$ cat config.mk
export PLATFORM = sky130hd
export DESIGN_NAME = custom_float_add_multiply_top
export DESIGN_NICKNAME = d
export VERILOG_FILES = /design/src/sv/cfam_pkg.sv /design/src/sv/cfam_core.sv /design/src/sv/custom_float_add_multiply_top.sv
export VERILOG_INCLUDE_DIRS = /design/src /design/src/sv
export SDC_FILE = /design/constraint.sdc
export NUM_CORES = 1
export LEC_CHECK = 0
export ABC_AREA = 1
export BUFFER_PORTS_ARGS = -buffer_cell sky130_fd_sc_hd__buf_2
export CELL_PAD_IN_SITES_DETAIL_PLACEMENT = 1
export CELL_PAD_IN_SITES_GLOBAL_PLACEMENT = 1
export CORE_ASPECT_RATIO = 1.2
export CORE_MARGIN = 1.5
export CORE_UTILIZATION = 47
export DETAILED_ROUTE_END_ITERATION = 12
export PLACE_DENSITY_LB_ADDON = 0.12
export SETUP_SLACK_MARGIN = 0.15
export SLEW_MARGIN = 25
export SYNTH_ARGS = -nofsm -noshare
export SYNTH_HDL_FRONTEND = slang
export SYNTH_HIERARCHICAL = 1
export SYNTH_SLANG_ARGS = --single-unit
$ cat constraint.sdc
create_clock -name clk_i -period 9.3 [get_ports clk_i]
set_clock_uncertainty 0.15 [all_clocks]
set_input_delay 0.465 -clock clk_i [delete_from_list [all_inputs] [get_ports clk_i]]
set_output_delay 0.465 -clock clk_i [all_outputs]
set_load 0.02 [all_outputs]
$ cat src/sv/custom_float_add_multiply_top_assert.svh
// Assertion macros for the float add/multiply unit.
// Included by custom_float_add_multiply_top.sv; no other dependencies.
`ifndef CUSTOM_FLOAT_ADD_MULTIPLY_TOP_ASSERT_SVH
`define CUSTOM_FLOAT_ADD_MULTIPLY_TOP_ASSERT_SVH

// Property holds every cycle outside reset.
`define CFAM_ASSERT(lbl, prop) \
  lbl: assert property (@(posedge clk_i) disable iff (!rst_ni) (prop)) \
    else $error("assertion failed");

// Antecedent implies consequent in the following cycle.
`define CFAM_ASSERT_NEXT(lbl, ante, cons) \
  lbl: assert property (@(posedge clk_i) disable iff (!rst_ni) (ante) |=> (cons)) \
    else $error("assertion failed");

`endif

$ cat src/sv/cfam_pkg.sv
// Shared types and constants for the float add/multiply unit.
// No dependencies.
`timescale 1ns / 1ps
`default_nettype none
package cfam_pkg;
  localparam int unsigned ExpBits  = 16;
  localparam int unsigned MantBits = 18;
  localparam logic [ExpBits-1:0] ExpBias    = ExpBits'(30000);
  localparam logic [ExpBits-1:0] ExpSpecial = ExpBits'(1) << (ExpBits - 1);

  typedef enum logic {
    FUNC_ADD = 1'b0,
    FUNC_MUL = 1'b1
  } func_e;

  typedef struct packed {
    logic                sign;
    logic [ExpBits-1:0]  exp;
    logic [MantBits-1:0] mant;
  } fnum_t;

  typedef struct packed {
    func_e func;
    fnum_t a;
    fnum_t b;
  } req_t;
endpackage
`default_nettype wire

$ cat src/sv/cfam_core.sv
// Combinational add/multiply datapath for the custom float format.
// Depends on cfam_pkg.
`timescale 1ns / 1ps
`default_nettype none
module cfam_core
  import cfam_pkg::*;
(
  input  req_t  req_i,
  output fnum_t res_o
);
  localparam fnum_t NanVal = '{sign: 1'b0, exp: ExpSpecial, mant: MantBits'(1)};

  fnum_t a, b;
  logic  a_zero, b_zero, a_inf, b_inf, a_nan, b_nan;
  logic  a_ge;
  logic [ExpBits-1:0]    ediff, e_big;
  logic [MantBits-1:0]   ma, mb, m_small, m_big_op;
  logic [MantBits:0]     msum;
  logic                  s_add;
  fnum_t add_r, mul_r;
  logic [2*MantBits-1:0] prod;
  logic [MantBits:0]     ptop;
  logic [ExpBits-1:0]    emul;

  assign a = req_i.a;
  assign b = req_i.b;
  assign a_zero = (a.exp == '0) && (a.mant == '0);
  assign b_zero = (b.exp == '0) && (b.mant == '0);
  assign a_inf  = (a.exp == ExpSpecial) && (a.mant == '0);
  assign b_inf  = (b.exp == ExpSpecial) && (b.mant == '0);
  assign a_nan  = (a.exp == ExpSpecial) && (a.mant != '0);
  assign b_nan  = (b.exp == ExpSpecial) && (b.mant != '0);

  always_comb begin
    a_ge  = a.exp >= b.exp;
    ediff = a_ge ? (a.exp - b.exp) : (b.exp - a.exp);
    e_big = a_ge ? a.exp : b.exp;
    m_small = a_ge ? b.mant : a.mant;
    m_big_op = a_ge ? a.mant : b.mant;
    if (ediff >= ExpBits'(MantBits)) m_small = '0;
    else m_small = m_small >> ediff;
    ma = a_ge ? m_big_op : m_small;
    mb = a_ge ? m_small : m_big_op;
    if (a.sign == b.sign) begin
      msum  = {1'b0, ma} + {1'b0, mb};
      s_add = a.sign;
    end else if (ma > mb) begin
      msum  = {1'b0, ma - mb};
      s_add = a.sign;
    end else begin
      msum  = {1'b0, mb - ma};
      s_add = b.sign;
    end
    add_r.sign = s_add;
    if (msum[MantBits]) begin
      add_r.mant = msum[MantBits:1];
      add_r.exp  = e_big + ExpBits'(1);
    end else begin
      add_r.mant = msum[MantBits-1:0];
      add_r.exp  = e_big;
    end
    if (a_nan || b_nan) add_r = NanVal;
    else if (a_zero) add_r = b;
    else if (b_zero) add_r = a;
    else if (a_inf) add_r = (b_inf && (a.sign != b.sign)) ? NanVal : a;
    else if (b_inf) add_r = b;
  end

  always_comb begin
    prod = {{MantBits{1'b0}}, a.mant} * {{MantBits{1'b0}}, b.mant};
    ptop = prod[2*MantBits-1:MantBits-1];
    emul = a.exp + b.exp - ExpBias;
    mul_r.sign = a.sign ^ b.sign;
    if (ptop[MantBits]) begin
      mul_r.mant = ptop[MantBits:1];
      mul_r.exp  = emul + ExpBits'(1);
    end else begin
      mul_r.mant = ptop[MantBits-1:0];
      mul_r.exp  = emul;
    end
    if (a_nan || b_nan || (a_inf && b_zero) || (b_inf && a_zero)) mul_r = NanVal;
    else if (a_inf || b_inf) begin
      mul_r.exp  = ExpSpecial;
      mul_r.mant = '0;
    end
  end

  assign res_o = (req_i.func == FUNC_MUL) ? mul_r : add_r;
endmodule
`default_nettype wire

$ cat src/sv/custom_float_add_multiply_top.sv
// Top level of the float add/multiply unit: input register, datapath, result register.
// Depends on cfam_pkg, cfam_core and custom_float_add_multiply_top_assert.svh.
`timescale 1ns / 1ps
`default_nettype none
// One request per cycle while stall_o is low. A request is registered in req_q
// on entry, computed in one combinational pass through cfam_core, and its
// result registered in res_q on exit. stall_o is high only while both
// registers are full and stall_i is high, so stall_i reaches stall_o
// combinationally.
module custom_float_add_multiply_top
  import cfam_pkg::*;
(
  input  wire                 clk_i,
  input  wire                 rst_ni,
  input  wire                 valid_i,
  output logic                stall_o,
  input  wire                 func_i,
  input  wire                 a_sign_i,
  input  wire [ExpBits-1:0]   a_exp_i,
  input  wire [MantBits-1:0]  a_mant_i,
  input  wire                 b_sign_i,
  input  wire [ExpBits-1:0]   b_exp_i,
  input  wire [MantBits-1:0]  b_mant_i,
  output logic                valid_o,
  input  wire                 stall_i,
  output logic                r_sign_o,
  output logic [ExpBits-1:0]  r_exp_o,
  output logic [MantBits-1:0] r_mant_o
);
  `include "custom_float_add_multiply_top_assert.svh"

  logic  in_vld_q, out_vld_q;
  req_t  req_q, req_d;
  fnum_t res_q, res_d;
  logic  out_adv, in_adv;

  assign out_adv = !out_vld_q || !stall_i;
  assign in_adv  = !in_vld_q || out_adv;
  assign stall_o = !in_adv;

  assign req_d = '{func: func_e'(func_i),
                   a: '{sign: a_sign_i, exp: a_exp_i, mant: a_mant_i},
                   b: '{sign: b_sign_i, exp: b_exp_i, mant: b_mant_i}};

  cfam_core u_core (
    .req_i(req_q),
    .res_o(res_d)
  );

  always_ff @(posedge clk_i or negedge rst_ni) begin
    if (!rst_ni) begin
      in_vld_q  <= 1'b0;
      out_vld_q <= 1'b0;
    end else begin
      if (in_adv) in_vld_q <= valid_i;
      if (out_adv) out_vld_q <= in_vld_q;
    end
  end

  always_ff @(posedge clk_i) begin
    if (in_adv && valid_i) req_q <= req_d;
    if (out_adv && in_vld_q) res_q <= res_d;
  end

  assign valid_o  = out_vld_q;
  assign r_sign_o = res_q.sign;
  assign r_exp_o  = res_q.exp;
  assign r_mant_o = res_q.mant;

  `CFAM_ASSERT(a_stall_needs_full, !stall_o || (in_vld_q && out_vld_q))
  `CFAM_ASSERT_NEXT(a_out_holds, valid_o && stall_i, valid_o && $stable(res_q))
  `CFAM_ASSERT_NEXT(a_stage_moves, in_vld_q && !stall_o && !(valid_i), !in_vld_q || valid_o)
endmodule
`default_nettype wire
==> impl_metrics.ini <==
[synth]
synth.cell_area_sq_mm = 0.0246
synth_edf_count = 106
synth_xor_area_frac = 0.0335
syn_nets = 4147
ys_ff_latch = 108
yosysSeqAreaShare = 0.132
synthMuxAreaShare = 0
synth-adder-area-share = 0.325
yosys_warnings = 6
syn_inst = 3590
async_reset_ff_frac = 0.0185
synth_area_per_cell_sq_um = 6.84
synth_compound_area_frac = 0.0980
synth_top_family_by_area = adder cells
synthFlopType = edfxtp_1
synth_simple_gate_area_frac = 0.280
ys_types = 59

[clock_tree]
numCtsBuffers = 9
cts_max_path_buffers = 2
hold_buffers = 1
clk-insertion-delay-late_ns = 0.41
cts_htree_levels = 3
post_cts_buffers = 0
cts_tree = built
numClockSinks = 108
path_clk_slew_ns = 0.09
ctsResizeCount = 0
cts_root_buf = clkbuf_16

[detailed_routing]
drt_iter0_drc = 1874
wl_um = 102000
ant_nets = 0
viasPerCell = 5.77
drc = 0
dr.max_layer_used = met5
drtPass1Iterations = 6
wire_per_inst_um = 23.6
drt-met1-wl_um = 40500
wl_met3_um = 5990
vias = 24900
wl_met2_um = 48800

[finish]
final_cells = 4310
layout.nets = 4165
layout_common_cells = nand2_1, inv_1, fa_1, ha_1, nand3_1
syn2layout_area_growth_pct = 6.29
antennaDiodeCount = 0
final_common_cell = nand2_1
drive_gt1_frac = 0.0728

[power_and_ir_drop]
p_switching_mw = 6.18
p_int_mw = 3.79
power_density_mw_per_mm2 = 382
p_leak_nw = 14.2
p_seq_frac = 0.083
clkPwrFrac = 0.044
swShare = 0.620
total_power_mw = 9.97
p_comb_frac = 0.873
peakVddDrop_v = 0.000551

[floorplan]
coreArea_sq_mm = 0.0515
initial_core_util = 0.477
num_io_pins = 112
die_w_um = 212
fp.dieArea_sq_mm = 0.0536
rows = 91
chipHeight_um = 253

[status]
outcome = complete, no violations

[global_routing]
grt_pass1_wl_um = 154000
grtUsageTotal = 0.383
overflow = 0
grt_max_degree = 72
grt_pass1_vias = 26600
antenna_found_initial = 3

[timing]
tightestPinTransition_ns = 1.16
fin_crit_sh = 0.886
setup-tns-final_ns = 0
min_period_ns = 8.24
max_slew_margin = 0.225
rsz0062_at_grt = no
setup-violations-final = 0
max_freq_mhz = 121
drv_slew = 0
hold_viol = 0

[hold_path]
whs_path_depth = 1
hold_class = in2reg

[job]
maxCapViolCount = 0

[setup_path]
crit_type = reg2reg
cpPeakStageDelay_ns = 0.58
crit_required_ns = 9.29
crit_top_cell = nand2_1
cp.arrival_ns = 8.23
cp_max_fo = 21
r2r_cells = 40
cp_slowest_cell = a21oi_4
end_kind = flip-flop
cp-start-kind = flip-flop

[placement]
gp_congestion = 1.06
io_buffers = 111
placed_cells = 4292
dp_hpwl_um = 83600
==> worst paths after layout <==
path,from,end,slack (ns)
worst max-delay path,req_q[53]$_DFFE_PP_,r_mant_o[17]$_DFFE_PP_,1.06
worst min-delay path,a_exp_i[2],req_q[55]$_DFFE_PP_,0.07
worst max register to register,req_q[53]$_DFFE_PP_,r_mant_o[17]$_DFFE_PP_,1.06
worst min register to register,in_vld_q$_DFFE_PN0P_,valid_o$_DFFE_PN0P_,0.42
max in group asynchronous,rst_ni,valid_o$_DFFE_PN0P_,8.69
min in group asynchronous,rst_ni,in_vld_q$_DFFE_PN0P_,0.22
==> cell families (layout without fill, tap and decap cells) <==
family                     count (synthesis)  in the layout
DFF                                      108            108
buffers and inverters                    843            866
adders and majority gates                482            482
AOI/OAI and AO/OA                        421            421
xor gates and xnor gates                  94             94
and+or+nand+nor                         1642           1642
==> critical path, delay by kind of cell (launching register included) <==
family                   cells  cell delay, ns
AO/OA/AOI/OAI                8            2.09
adder cells (fa/ha/maj)      3            0.98
buffers and inverters        5            0.96
flip-flops                   1            0.46
AND/OR/NAND/NOR             24            3.29
==> layer usage <==
layer,up-vias,track usage
met3,335,0.0442
met5,-,0
met2,972,0.659
met1,12400,0.469
li1,11200,-
met4,4,0.205
==> state kept, by name, summed over array words and instances (netlist names) <==
signal / cells
r_mant_o: 18
valid_o: 1
r_exp_o: 16
req_q: 71
r_sign_o: 1
in_vld_q: 1
==> power groups by stage <==
stage / clock, mW / sequential (mW) / combinational, mW
3_3_place_gp: 0 / 0.839 / 8.01
5_1_grt: 0.457 / 0.832 / 9.45
6_report: 0.439 / 0.831 / 8.70
4_1_cts: 0.448 / 0.829 / 8.52
2_1_floorplan: 0 / 0.817 / 5.66
3_5_place_dp: 0 / 0.837 / 8.43
==> synth_stat cells, drive strengths merged (2+ instances only) <==
| cell type | number | share of area |
|---|---|---|
| a211oi | 4 | 0.0012 |
| a21boi | 6 | 0.0018 |
| a21o | 10 | 0.0031 |
| a21oi | 188 | 0.039 |
| a221oi | 2 | 0.00071 |
| a32o | 3 | 0.0012 |
| and2 | 3 | 0.00087 |
| buf | 57 | 0.012 |
| clkbuf | 100 | 0.015 |
| clkinv | 6 | 0.00097 |
| dfrtp | 2 | 0.0020 |
| edfxtp | 106 | 0.13 |
| fa | 260 | 0.21 |
| ha | 222 | 0.11 |
| inv | 680 | 0.10 |
| nand2 | 1151 | 0.18 |
| nand3 | 208 | 0.044 |
| nand3b | 4 | 0.0012 |
| nand4 | 66 | 0.017 |
| nor2 | 163 | 0.027 |
| nor3 | 20 | 0.0047 |
| nor4 | 23 | 0.0059 |
| o2111ai | 3 | 0.0011 |
| o211ai | 24 | 0.0075 |
| o21a | 4 | 0.0012 |
| o21ai | 149 | 0.032 |
| o21bai | 19 | 0.0063 |
| o221ai | 4 | 0.0014 |
| o31ai | 3 | 0.00092 |
| or2 | 3 | 0.00076 |
| xnor2 | 21 | 0.0075 |
| xor2 | 73 | 0.026 |
==> cell type report <==
cell class	count	area (sq um)
Clock buffer	9	225
Clock inverter	7	93.8
Fill cell	6879	25400
Inverter	686	2580
Multi-Input combinational cell	2639	18100
Sequential cell	108	3230
Tap cell	697	872
Timing Repair Buffer	164	987
==> stage by stage <==
step	worst slack (ns)	cell area [sq um]	utilization	hold WS (ns)
after floorplan	2.82	24600	-	0.0194
after global placement	1.45	25700	0.500	0.101
after detailed placement	1.18	25800	0.500	0.104
after CTS	1.13	26100	0.507	0.0546
after global routing	0.225	26100	0.507	0.0595
final	1.06	26100	0.507	0.0710
(Power assumes the default switching activity.)
